File: src/assert_macros.svh
// Assertion macros shared by the matcher modules.
`ifndef ASSERT_MACROS_SVH
`define ASSERT_MACROS_SVH

// Antecedent and consequent in the same cycle.
`define MPM_ASSERT_SAME(label, ante, cons, msg) \
   label: assert property (@(posedge clock) disable iff (reset) (ante) |-> (cons)) \
      else $error(msg);

// Consequent in the cycle after the antecedent.
`define MPM_ASSERT_NEXT(label, ante, cons, msg) \
   label: assert property (@(posedge clock) disable iff (reset) (ante) |=> (cons)) \
      else $error(msg);

`endif

File: src/mpm_pkg.sv
// Types, constants and codes of the multi-pattern matcher.
package mpm_pkg;

   localparam int TRIE_NODES      = 256;
   localparam int MAX_PATTERNS    = 255;
   localparam int MAX_PATTERN_LEN = 64;
   localparam int ALPHABET        = 256;
   localparam int GOTO_DEPTH      = TRIE_NODES * ALPHABET;
   localparam int GOTO_AW         = $clog2(GOTO_DEPTH);

   localparam logic [1:0] KIND_PATTERN = 2'd0;
   localparam logic [1:0] KIND_BUILD   = 2'd1;
   localparam logic [1:0] KIND_TEXT    = 2'd2;

   localparam logic STATUS_MATCH = 1'b0;
   localparam logic STATUS_DROP  = 1'b1;

   typedef struct packed {
      logic [1:0] kind;
      logic [7:0] symbol;
      logic       final_byte;
   } req_type;

   typedef struct packed {
      logic        status;
      logic [7:0]  match_id;
      logic [31:0] match_total;
      logic [31:0] start_offset;
      logic        last_of_run;
   } rsp_type;

   typedef enum logic [4:0] {
      ST_CLEAR, ST_IDLE,
      ST_PAT_RD, ST_PAT_UPD, ST_PAT_EMIT,
      ST_ROOT_RD, ST_ROOT_CHK, ST_POP, ST_BLD_U, ST_BLD_F, ST_BLD_RD, ST_BLD_WR,
      ST_TXT_RD, ST_TXT_STEP, ST_NODE, ST_ID, ST_HIT, ST_TXT_END
   } state_type;

   typedef struct packed {
      logic clear_en;
      logic latch_item;
      logic pat_rd;
      logic pat_upd;
      logic load_ovf;
      logic bld_init;
      logic root_rd;
      logic root_chk;
      logic q_rd;
      logic bld_u;
      logic bld_f;
      logic bld_rd;
      logic bld_wr;
      logic set_built;
      logic txt_rd;
      logic txt_step;
      logic node_rd;
      logic id_chk;
      logic hit_go;
      logic txt_end;
   } cmd_type;

   typedef struct packed {
      logic clear_done;
      logic built;
      logic out_room;
      logic pat_ovf;
      logic sym_last;
      logic q_empty;
      logic j_zero;
      logic id_zero;
      logic pend_valid;
   } sts_type;

endpackage

File: src/mpm_ctrl.sv
// Sequencer for insert, build and scan operations of the matcher.
`include "assert_macros.svh"
module mpm_ctrl (
   input  logic             clock,
   input  logic             reset,
   input  logic             req_valid,
   input  mpm_pkg::req_type req_data,
   output logic             req_ready,
   input  mpm_pkg::sts_type sts,
   output mpm_pkg::cmd_type cmd
);
   import mpm_pkg::*;

   state_type state_ff, state_in;

   always_ff @(posedge clock) begin
      if (reset) begin
         state_ff <= ST_CLEAR;
      end else begin
         state_ff <= state_in;
      end
   end

   always_comb begin
      state_in  = state_ff;
      cmd       = '0;
      req_ready = 1'b0;
      unique case (state_ff)
         ST_CLEAR: begin
            if (sts.clear_done) begin
               state_in = ST_IDLE;
            end else begin
               cmd.clear_en = 1'b1;
            end
         end
         ST_IDLE: begin
            req_ready = 1'b1;
            if (req_valid) begin
               cmd.latch_item = 1'b1;
               if (req_data.kind == KIND_PATTERN && !sts.built) begin
                  state_in = ST_PAT_RD;
               end else if (req_data.kind == KIND_BUILD && !sts.built) begin
                  cmd.bld_init = 1'b1;
                  state_in     = ST_ROOT_RD;
               end else if (req_data.kind == KIND_TEXT) begin
                  state_in = ST_TXT_RD;
               end
            end
         end
         ST_PAT_RD: begin
            cmd.pat_rd = 1'b1;
            state_in   = ST_PAT_UPD;
         end
         ST_PAT_UPD: begin
            cmd.pat_upd = 1'b1;
            state_in    = sts.pat_ovf ? ST_PAT_EMIT : ST_IDLE;
         end
         ST_PAT_EMIT: begin
            if (sts.out_room) begin
               cmd.load_ovf = 1'b1;
               state_in     = ST_IDLE;
            end
         end
         ST_ROOT_RD: begin
            cmd.root_rd = 1'b1;
            state_in    = ST_ROOT_CHK;
         end
         ST_ROOT_CHK: begin
            cmd.root_chk = 1'b1;
            state_in     = sts.sym_last ? ST_POP : ST_ROOT_RD;
         end
         ST_POP: begin
            if (sts.q_empty) begin
               cmd.set_built = 1'b1;
               state_in      = ST_IDLE;
            end else begin
               cmd.q_rd = 1'b1;
               state_in = ST_BLD_U;
            end
         end
         ST_BLD_U: begin
            cmd.bld_u = 1'b1;
            state_in  = ST_BLD_F;
         end
         ST_BLD_F: begin
            cmd.bld_f = 1'b1;
            state_in  = ST_BLD_RD;
         end
         ST_BLD_RD: begin
            cmd.bld_rd = 1'b1;
            state_in   = ST_BLD_WR;
         end
         ST_BLD_WR: begin
            cmd.bld_wr = 1'b1;
            state_in   = sts.sym_last ? ST_POP : ST_BLD_RD;
         end
         ST_TXT_RD: begin
            cmd.txt_rd = 1'b1;
            state_in   = ST_TXT_STEP;
         end
         ST_TXT_STEP: begin
            cmd.txt_step = 1'b1;
            state_in     = ST_NODE;
         end
         ST_NODE: begin
            if (sts.j_zero) begin
               state_in = ST_TXT_END;
            end else begin
               cmd.node_rd = 1'b1;
               state_in    = ST_ID;
            end
         end
         ST_ID: begin
            cmd.id_chk = 1'b1;
            state_in   = sts.id_zero ? ST_NODE : ST_HIT;
         end
         ST_HIT: begin
            if (!sts.pend_valid || sts.out_room) begin
               cmd.hit_go = 1'b1;
               state_in   = ST_NODE;
            end
         end
         ST_TXT_END: begin
            if (!sts.pend_valid || sts.out_room) begin
               cmd.txt_end = 1'b1;
               state_in    = ST_IDLE;
            end
         end
         default: begin
            state_in = ST_IDLE;
         end
      endcase
   end

   `MPM_ASSERT_NEXT(a_no_reclear, state_ff != ST_CLEAR, state_ff != ST_CLEAR, "clear pass re-entered")
   `MPM_ASSERT_SAME(a_take_idle, req_ready && cmd.bld_init, !sts.built, "build started twice")
   `MPM_ASSERT_SAME(a_ready_idle, req_ready, state_ff == ST_IDLE, "ready outside idle")

endmodule

File: config.mk
export PLATFORM = sky130hd
export DESIGN_NAME = mpm_ctrl
export DESIGN_NICKNAME = d
export VERILOG_FILES = /design/src/mpm_pkg.sv /design/src/mpm_ctrl.sv
export VERILOG_INCLUDE_DIRS = /design/src /design/src/src
export SDC_FILE = /design/constraint.sdc
export NUM_CORES = 1
export LEC_CHECK = 0
export BUFFER_PORTS_ARGS = -buffer_cell sky130_fd_sc_hd__buf_2
export CORE_MARGIN = 2
export CORE_UTILIZATION = 45
export CTS_CLUSTER_SIZE = 30
export DETAILED_ROUTE_END_ITERATION = 8
export PLACE_DENSITY_LB_ADDON = 0.08
export SKIP_CTS_REPAIR_TIMING = 1
export SYNTH_ARGS = -nofsm -noshare
export SYNTH_HDL_FRONTEND = slang
export SYNTH_SLANG_ARGS = --single-unit
File: constraint.sdc
create_clock -name clock -period 2.79 [get_ports clock]
set_input_delay 0.837 -clock clock [delete_from_list [all_inputs] [get_ports clock]]
set_output_delay 0.837 -clock clock [all_outputs]
set_load 0.02 [all_outputs]
==> results of run 1 <==
power by group through the flow:
stage	Clock [mW]	Combinational, mW	Sequential, mW
final	0.0830	0.107	0.0767
after global routing	0.0884	0.119	0.0769
after CTS	0.0841	0.107	0.0767
after detailed placement	0	0.107	0.0779
after global placement	0	0.105	0.0779
after floorplan	0	0.0717	0.0773
layout make-up:
class,instances,share of cell area
clock buffer,4,0.02869
inverter,6,0.02459
multi-input combinational,87,0.5888
sequential,5,0.1093
tap,16,0.02186
timing repair buffer,39,0.2268
per-stage QoR:
step	total power, mW	instances	utilization	hold WS, ns
2_1_floorplan	0.1490	107	-	0.6161
3_5_place_dp	0.1844	153	0.6046	0.7111
4_1_cts	0.2677	157	0.6224	0.7199
6_report	0.2669	157	0.6224	0.7211
5_1_grt	0.2841	157	0.6224	0.7467
3_3_place_gp	0.1832	153	0.6046	0.6991
worst min path at each step:
stage / from / end / slack, ns / cells past startpoint
global placement: state_ff[1] / state_ff[4] / 0.70 / 3
detailed placement: state_ff[1] / state_ff[4] / 0.71 / 3
floorplan: state_ff[3] / state_ff[4] / 0.62 / 3
global route: state_ff[1] / state_ff[4] / 0.75 / 3
finish: state_ff[1] / state_ff[4] / 0.72 / 3
CTS: state_ff[1] / state_ff[4] / 0.72 / 3
Yosys cell counts, drive strengths merged:
cell / count / area share
nor2: 16 / 0.086
nor3: 12 / 0.086
nand2: 7 / 0.038
clkbuf: 6 / 0.032
inv: 6 / 0.032
dfxtp: 5 / 0.14
o21ai: 5 / 0.036
a21oi: 4 / 0.029
nand2b: 4 / 0.036
nor2b: 4 / 0.036
buf: 3 / 0.020
nand3: 3 / 0.029
nor3b: 3 / 0.032
nor4: 3 / 0.048
nor4b: 3 / 0.038
a31oi: 2 / 0.018
and3: 2 / 0.018
and4b: 2 / 0.029
mux2i: 2 / 0.029
a211oi: 1 / 0.011
a2bb2oi: 1 / 0.013
nand4: 1 / 0.0090
nand4bb: 1 / 0.016
o2111ai: 1 / 0.013
o211ai: 1 / 0.011
o221a: 1 / 0.016
o221ai: 1 / 0.013
o22a: 1 / 0.013
o22ai: 1 / 0.0090
o31ai: 1 / 0.011
o32ai: 1 / 0.013
or3: 1 / 0.0090
or3b: 1 / 0.013
or4b: 1 / 0.020
tightest hold or removal path, stage by stage, from the launching register on:
cell and delay [ns]:
dfxtp_1 0.30, buf_4 0.19, nand4_1 0.10, a21oi_1 0.07
cells by family after synthesis:
kind of cell,Yosys count,share of synthesized area
buffers and inverters,15,0.08422
multiplexers,2,0.02867
AO/OA/AOI/OAI,21,0.2025
flip-flops,5,0.1434
AND/OR/NAND/NOR,64,0.5412
per-layer routing:
layer  wire length [um]  up-vias  GRT usage
met4                 10        0    0.09091
met3                135        2    0.01667
met5                  0        -          0
li1                   -      462          -
met2                957       42     0.3940
met1                912      391     0.3120
==> run metrics, run 1 <==
outcome=completed; DR vias/cell=5.713; register area=100.1 sq um; final setup fails=0; register area share after synthesis=0.1434; synthesized area=698.2 sq um; leading cell type in the layout, fill and taps excluded=buf_2; largest net degree at the start of global routing=22; cell mode on critical path=nor2_1; crit path capture type=output port; Mapped Cells=107; worst path bufs/invs=1; Syn. warnings=0; Layout area overhead=31.18%; Final Max Slew Viols=0; Worst-path clk slew=0.04 ns; most frequent cells in the layout=buf_2, nor2_1, nor3_1, nand2_1, inv_1; post-place setup slack=0.4046 ns; via count of the first global-routing pass=814; Post-Route WL=2.015 mm; Internal Power=0.1707 mW; pwr/cell area=291.4 nW/um^2; Worst path top cell family by delay=simple AND/OR/NAND/NOR gates; leak pwr=0.4256 nW; via count=897; Clk pwr share=0.311; worst slew pin tran=0.5197 ns; Setup CP Type=flip-flop to output port; Max FO, Critical Path=12; worst reg-to-reg setup slack=0.76 ns; total CTS buffers=3; max-cap violation count=0; Post-Syn Nets=130; clock latency on the worst-skew pair=0.24 ns; Hold Crit Class=flip-flop to flip-flop; Starting Density=0.4745; Hold Vio Cnt, Final=0; Critical Path Sink=cmd[14]; switching fraction of total power=0.3605; Peak supply drop=0.1964 mV; die footprint=1883 sq um; Clock Tree Buf Depth=2; first-pass GRT wire length=3.470 mm; Core Rows=14; antenna-violating nets left=0; Setup crit start=state_ff[4]; crit share post-route=0.9430; required time of the critical path=1.95 ns; library cells used by synthesis=37; die width=43.39 um; critical path, cell by cell=or3_1, nor2_1, nand3_1, nor2_1, buf_2; post-DR wirelength/cell=12.83 um; fillers=156; R2R Path Start=state_ff[3]; Core Footprint=1471 sq um; RSZ-0062 raised after global routing=false; antenna violations before repair=0; critical path arrival=1.79 ns; DRT iter0 DRCs=16; Net Sw Power=0.09620 mW; chip height=43.39 um; CTS tree=yes; routability cong.=0.8447; Layout Nets=165; post-layout min period=2.631 ns; Worst R2R End=state_ff[0]; Sink Count=5; Clock Skews=0.002762 ns; IO buf count=34; GRT overflow=0; ant diodes=0; Critical Path Stages=5; Post-DP HPWL=1.519 mm; final instance area=915.9 sq um; Fin Setup TNS=0 ns; Worst path max stage delay=0.51 ns; htree depth=1; root buf cell=clkbuf_4; PnR worst setup slack=0.1589 ns; area after detailed placement=889.6 sq um; First-pass DRT Iterations=4; Slowest cell on crit path=or3_1; Comb power frac=0.402; r2r worst-path depth=4; Residual DRC=0; GRT Overall Usage=0.2341; fmax=380.1 MHz; Mean Syn Cell Area=6.525 sq um; fraction of layout cells with a size suffix above 1=0.3191; Largest Register=state_ff; multi-input logic area=539.3 sq um; synthesis-stage register bit count=5; Sequential Power Share=0.287; I/O pins=44; worst relative slew slack=0.6531; flip-flop count of the largest register after layout=5; Largest regs=state_ff x5; critical path startpoint category=flip-flop
Note: power is estimated with default switching activity, not from simulation.
==> inputs of run 2 (changes only) <==
Settings changed: ABC_AREA from default to 1.
==> run metrics, run 2 <==
outcome=completed; CTS tree=yes; Internal Power=0.2756 mW; Hold Crit Class=flip-flop to flip-flop; First-pass DRT Iterations=4; placed insts=184; Final Max Slew Viols=0; register area=100.1 sq um; multi-input logic area=510.5 sq um; Worst R2R End=state_ff[0]; Post-Route Hold Slack=0.7842 ns; r2r worst-path depth=9; switching fraction of total power=0.5536; critical path arrival=1.63 ns; final core utilization=0.6163; clock latency on the worst-skew pair=0.24 ns; GR peak layer=met2; fmax=404.7 MHz; Largest Register=state_ff; Worst-path clk slew=0.04 ns; htree depth=1; area leader, netlist=nand2_1; ant diodes=0; fraction of layout cells with a size suffix above 1=0.3372; post-route insts no fill=188; Largest regs=state_ff x5; antenna violations before repair=0; GRT overflow=0; Yosys top cell area share=0.1661; I/O pins=44; post-place setup slack=0.3176 ns; synthesized area=723.2 sq um; Clock Tree Buf Depth=2; Fin Setup TNS=0 ns; Async SR Flop Fraction=0; Layout Nets=196; DRT iter0 DRCs=36; hold_sp=state_ff[1]; register area share after synthesis=0.1384; flip-flop count of the largest register after layout=5; Post-Syn Nets=158; final setup fails=0; Core Footprint=1506 sq um; chip height=44.09 um; largest net degree at the start of global routing=9; Peak supply drop=0.3276 mV; library cells used by synthesis=23; Residual DRC=0; Clk pwr share=0.132; root buf cell=clkbuf_4; Sequential Power Share=0.193; Clock Skews=0.002010 ns; Post-Route WL=2.022 mm; worst slew pin tran=0.3841 ns; Comb power frac=0.675; area after detailed placement=902.1 sq um; die width=44.09 um; post-DR wirelength/cell=10.76 um; grt met1 use=0.3108; final instance area=928.4 sq um; routability cong.=0.8854; most frequent cells in the layout=buf_2, nand2_1, nor2_1, inv_1, nand3_1; top-count cell post-synth=nand2_1; Top FF cell, synth=dfxtp_1; DR vias/cell=5.048; Mapped Cells=135; antenna-violating nets left=0; crit path capture type=output port; PnR worst setup slack=0.3193 ns; total power=0.6174 mW; Max FO, Critical Path=3; Mean Syn Cell Area=5.357 sq um; required time of the critical path=1.95 ns; Net Sw Power=0.3418 mW; leading cell type in the layout, fill and taps excluded=buf_2; RSZ-0062 raised after global routing=false; via count of the first global-routing pass=801; post-layout min period=2.471 ns; synthesis-stage register bit count=5; Starting Density=0.4801; Post-DP HPWL=1.683 mm; max-cap violation count=0; Core Rows=14; IO buf count=34; Post-synth EDFFs=0; die footprint=1944 sq um; Syn. warnings=0; Setup crit start=req_data[10]; ranking of synthesized cells by area=nand2_1, nor2_1, dfxtp_1; crit share post-route=0.8856; Hold Vio Cnt, Final=0; first-pass GRT wire length=3.312 mm; via count=949; worst relative slew slack=0.7436; critical path startpoint category=input pin; Sink Count=5; global routing usage on met2=0.3676; pwr/cell area=665.1 nW/um^2; GRT Overall Usage=0.2264; worst reg-to-reg setup slack=1.29 ns; Setup CP Type=input pin to output port; total CTS buffers=3; Critical Path Sink=cmd[14]; Layout area overhead=28.37%; leak pwr=0.6315 nW; fillers=162; M3 GR Usage=0.04898; R2R Path Start=state_ff[3]; most frequent cells after synthesis=nand2_1, nor2_1, inv_1
## run 2: cell type report
type,count,share of cell area
clock buffers,4,0.02830
inverters,27,0.1092
multi-input cells,102,0.5499
flip-flops and latches,5,0.1078
well taps,16,0.02156
repair buffers,34,0.1833
## run 2: worst min-delay path by stage
stage / endpoint / slack, ns / depth (start not counted)
floorplan: state_ff[2] / 0.67 / 3
global placement: state_ff[0] / 0.74 / 4
finish: state_ff[4] / 0.78 / 5
global route: state_ff[2] / 0.79 / 2
detailed placement: state_ff[0] / 0.76 / 4
CTS: state_ff[0] / 0.77 / 4
## run 2: kinds of logic (layout without fill, tap and decap cells)
group,count (synthesis),in the layout,synth area share
simple gates,92,92,0.6246
buf+inv,28,65,0.1557
compound gates,10,10,0.08131
flops,5,5,0.1384
## run 2: worst max-delay path, stage by stage
cell and delay, ns:
buf_2 0.10, nor2_1 0.17, inv_1 0.11, nor4_1 0.21, buf_2 0.20
## run 2: power by group through the flow
stage	Combinational (mW)	Clock, mW	Sequential (mW)
after floorplan	0.335	0	0.105
after global placement	0.406	0	0.119
after detailed placement	0.413	0	0.119
after CTS	0.416	0.0851	0.118
after global routing	0.462	0.0920	0.122
final	0.417	0.0816	0.119
## run 2: metal layers
| metal | vias to the layer above | routed length [um] |
|---|---|---|
| li1 | 490 | - |
| met1 | 416 | 924 |
| met2 | 41 | 952 |
| met3 | 2 | 122 |
| met4 | 0 | 23 |
| met5 | - | 0 |
==> inputs of run 3 (changes only) <==
Settings changed: CORE_MARGIN 2 to default.
==> run metrics, run 3 (same netlist as run 2, synthesis figures left out) <==
worst slew pin tran=0.3940 ns; hold endpoint=state_ff[0]; RSZ-0062 raised after global routing=false; leak pwr=0.6315 nW; Hold Crit Class=flip-flop to flip-flop; Layout Nets=196; area after detailed placement=902.1 sq um; Internal Power=0.2756 mW; die width=42.09 um; Final Max Slew Viols=0; Comb power frac=0.673; Layout area overhead=28.37%; Residual DRC=1; Sink Count=5; routability cong.=0.8849; total CTS buffers=3; post-layout min period=2.465 ns; hold_sp=state_ff[0]; outcome=finished, violations left; IO buf count=34; Clock Tree Buf Depth=2; post-place setup slack=0.3210 ns; Largest regs=state_ff x5; pwr/cell area=658.3 nW/um^2; via count=919; antenna violations before repair=0; Worst-path clk slew=0.04 ns; htree depth=1; required time of the critical path=1.95 ns; max-cap violation count=0; Starting Density=0.4801; final core utilization=0.6163; Core Footprint=1506 sq um; PnR worst setup slack=0.3250 ns; Max FO, Critical Path=3; Fin Setup TNS=0 ns; Largest Register=state_ff; Peak supply drop=0.3903 mV; Core Rows=14; critical path, cell by cell=buf_2, nor2_1, inv_1, nor4_1, buf_2; Hold Vio Cnt, Final=0; First-pass DRT Iterations=6; ant diodes=0; crit share post-route=0.8835; Worst path top cell family by delay=buffers and inverters; DR vias/cell=4.888; fraction of layout cells with a size suffix above 1=0.3372; GRT Overall Usage=0.2409; Clock Skews=0.002001 ns; Clk pwr share=0.133; GRT overflow=0; Sequential Power Share=0.194; Post-Route WL=1.921 mm; cell mode on critical path=buf_2; crit path capture type=output port; root buf cell=clkbuf_4; flip-flop count of the largest register after layout=5; Slowest cell on crit path=nor4_1; largest net degree at the start of global routing=9; Setup CP Type=input pin to output port; critical path startpoint category=input pin; DRT iter0 DRCs=24; clock latency on the worst-skew pair=0.24 ns; r2r worst-path depth=9; fmax=405.7 MHz; CTS tree=yes; leading cell type in the layout, fill and taps excluded=buf_2; worst relative slew slack=0.7370; Worst path max stage delay=0.22 ns; total power=0.6111 mW; chip height=42.09 um; Net Sw Power=0.3355 mW; switching fraction of total power=0.5490; R2R Path Start=state_ff[3]; first-pass GRT wire length=3.381 mm; Post-DP HPWL=1.629 mm; die footprint=1772 sq um; Worst Hold Depth=4; final setup fails=0; final instance area=928.4 sq um; Worst R2R End=state_ff[0]; via count of the first global-routing pass=822; failing checks=DRC; worst path bufs/invs=3; antenna-violating nets left=0; critical path arrival=1.63 ns; worst reg-to-reg setup slack=1.30 ns; I/O pins=44; post-DR wirelength/cell=10.22 um; most frequent cells in the layout=buf_2, nand2_1, nor2_1, inv_1, nand3_1
## run 3: cell counts in the layout (fill, tap and decap cells not counted)
Identical to the previous run, type by type.
## run 3: routing by layer
metal / up-vias / GRT usage / wire length [um]
met2: 35 / 0.3688 / 830
met3: 4 / 0.07328 / 113
met1: 387 / 0.3351 / 936
met4: 0 / 0.05000 / 40
met5: - / 0 / 0
li1: 493 / - / -
## run 3: final cells by class
type / instances / area [sq um]
clock buffer: 4 / 26.28
fill: 157 / 578.1
inverter: 27 / 101.3
multi-input combinational: 102 / 510.5
sequential: 5 / 100.1
tap: 16 / 20.02
timing repair buffer: 34 / 170.2
## run 3: through the flow
stage	instances	hold slack [ns]
6_report	188	0.7709
3_3_place_gp	184	0.7431
3_5_place_dp	184	0.7603
5_1_grt	188	0.7904
2_1_floorplan	135	0.6651
4_1_cts	188	0.7663
## run 3: worst max path at each step
| stage | startpoint | endpoint | slack [ns] | cells after the start |
|---|---|---|---|---|
| 2_1_floorplan | req_data[10] | cmd[14] | 0.19 | 3 |
| 3_3_place_gp | req_data[10] | cmd[14] | 0.35 | 5 |
| 3_5_place_dp | req_data[10] | cmd[14] | 0.32 | 5 |
| 4_1_cts | req_data[10] | cmd[14] | 0.31 | 5 |
| 5_1_grt | req_data[10] | cmd[14] | 0.16 | 5 |
| 6_report | req_data[10] | cmd[14] | 0.33 | 5 |
## run 3: power groups by stage
stage | Combinational, mW | Clock [mW] | Sequential [mW]
2_1_floorplan | 0.335 | 0 | 0.105
3_3_place_gp | 0.406 | 0 | 0.119
3_5_place_dp | 0.409 | 0 | 0.119
4_1_cts | 0.411 | 0.0861 | 0.118
5_1_grt | 0.459 | 0.0919 | 0.121
6_report | 0.411 | 0.0814 | 0.119
## run 3: tightest hold or removal path, stage by stage, from the launching register on
cell     delay [ns]
dfxtp_1        0.34
inv_1          0.17
o21ai_0        0.11
nand2_1        0.06
nor2_1         0.04
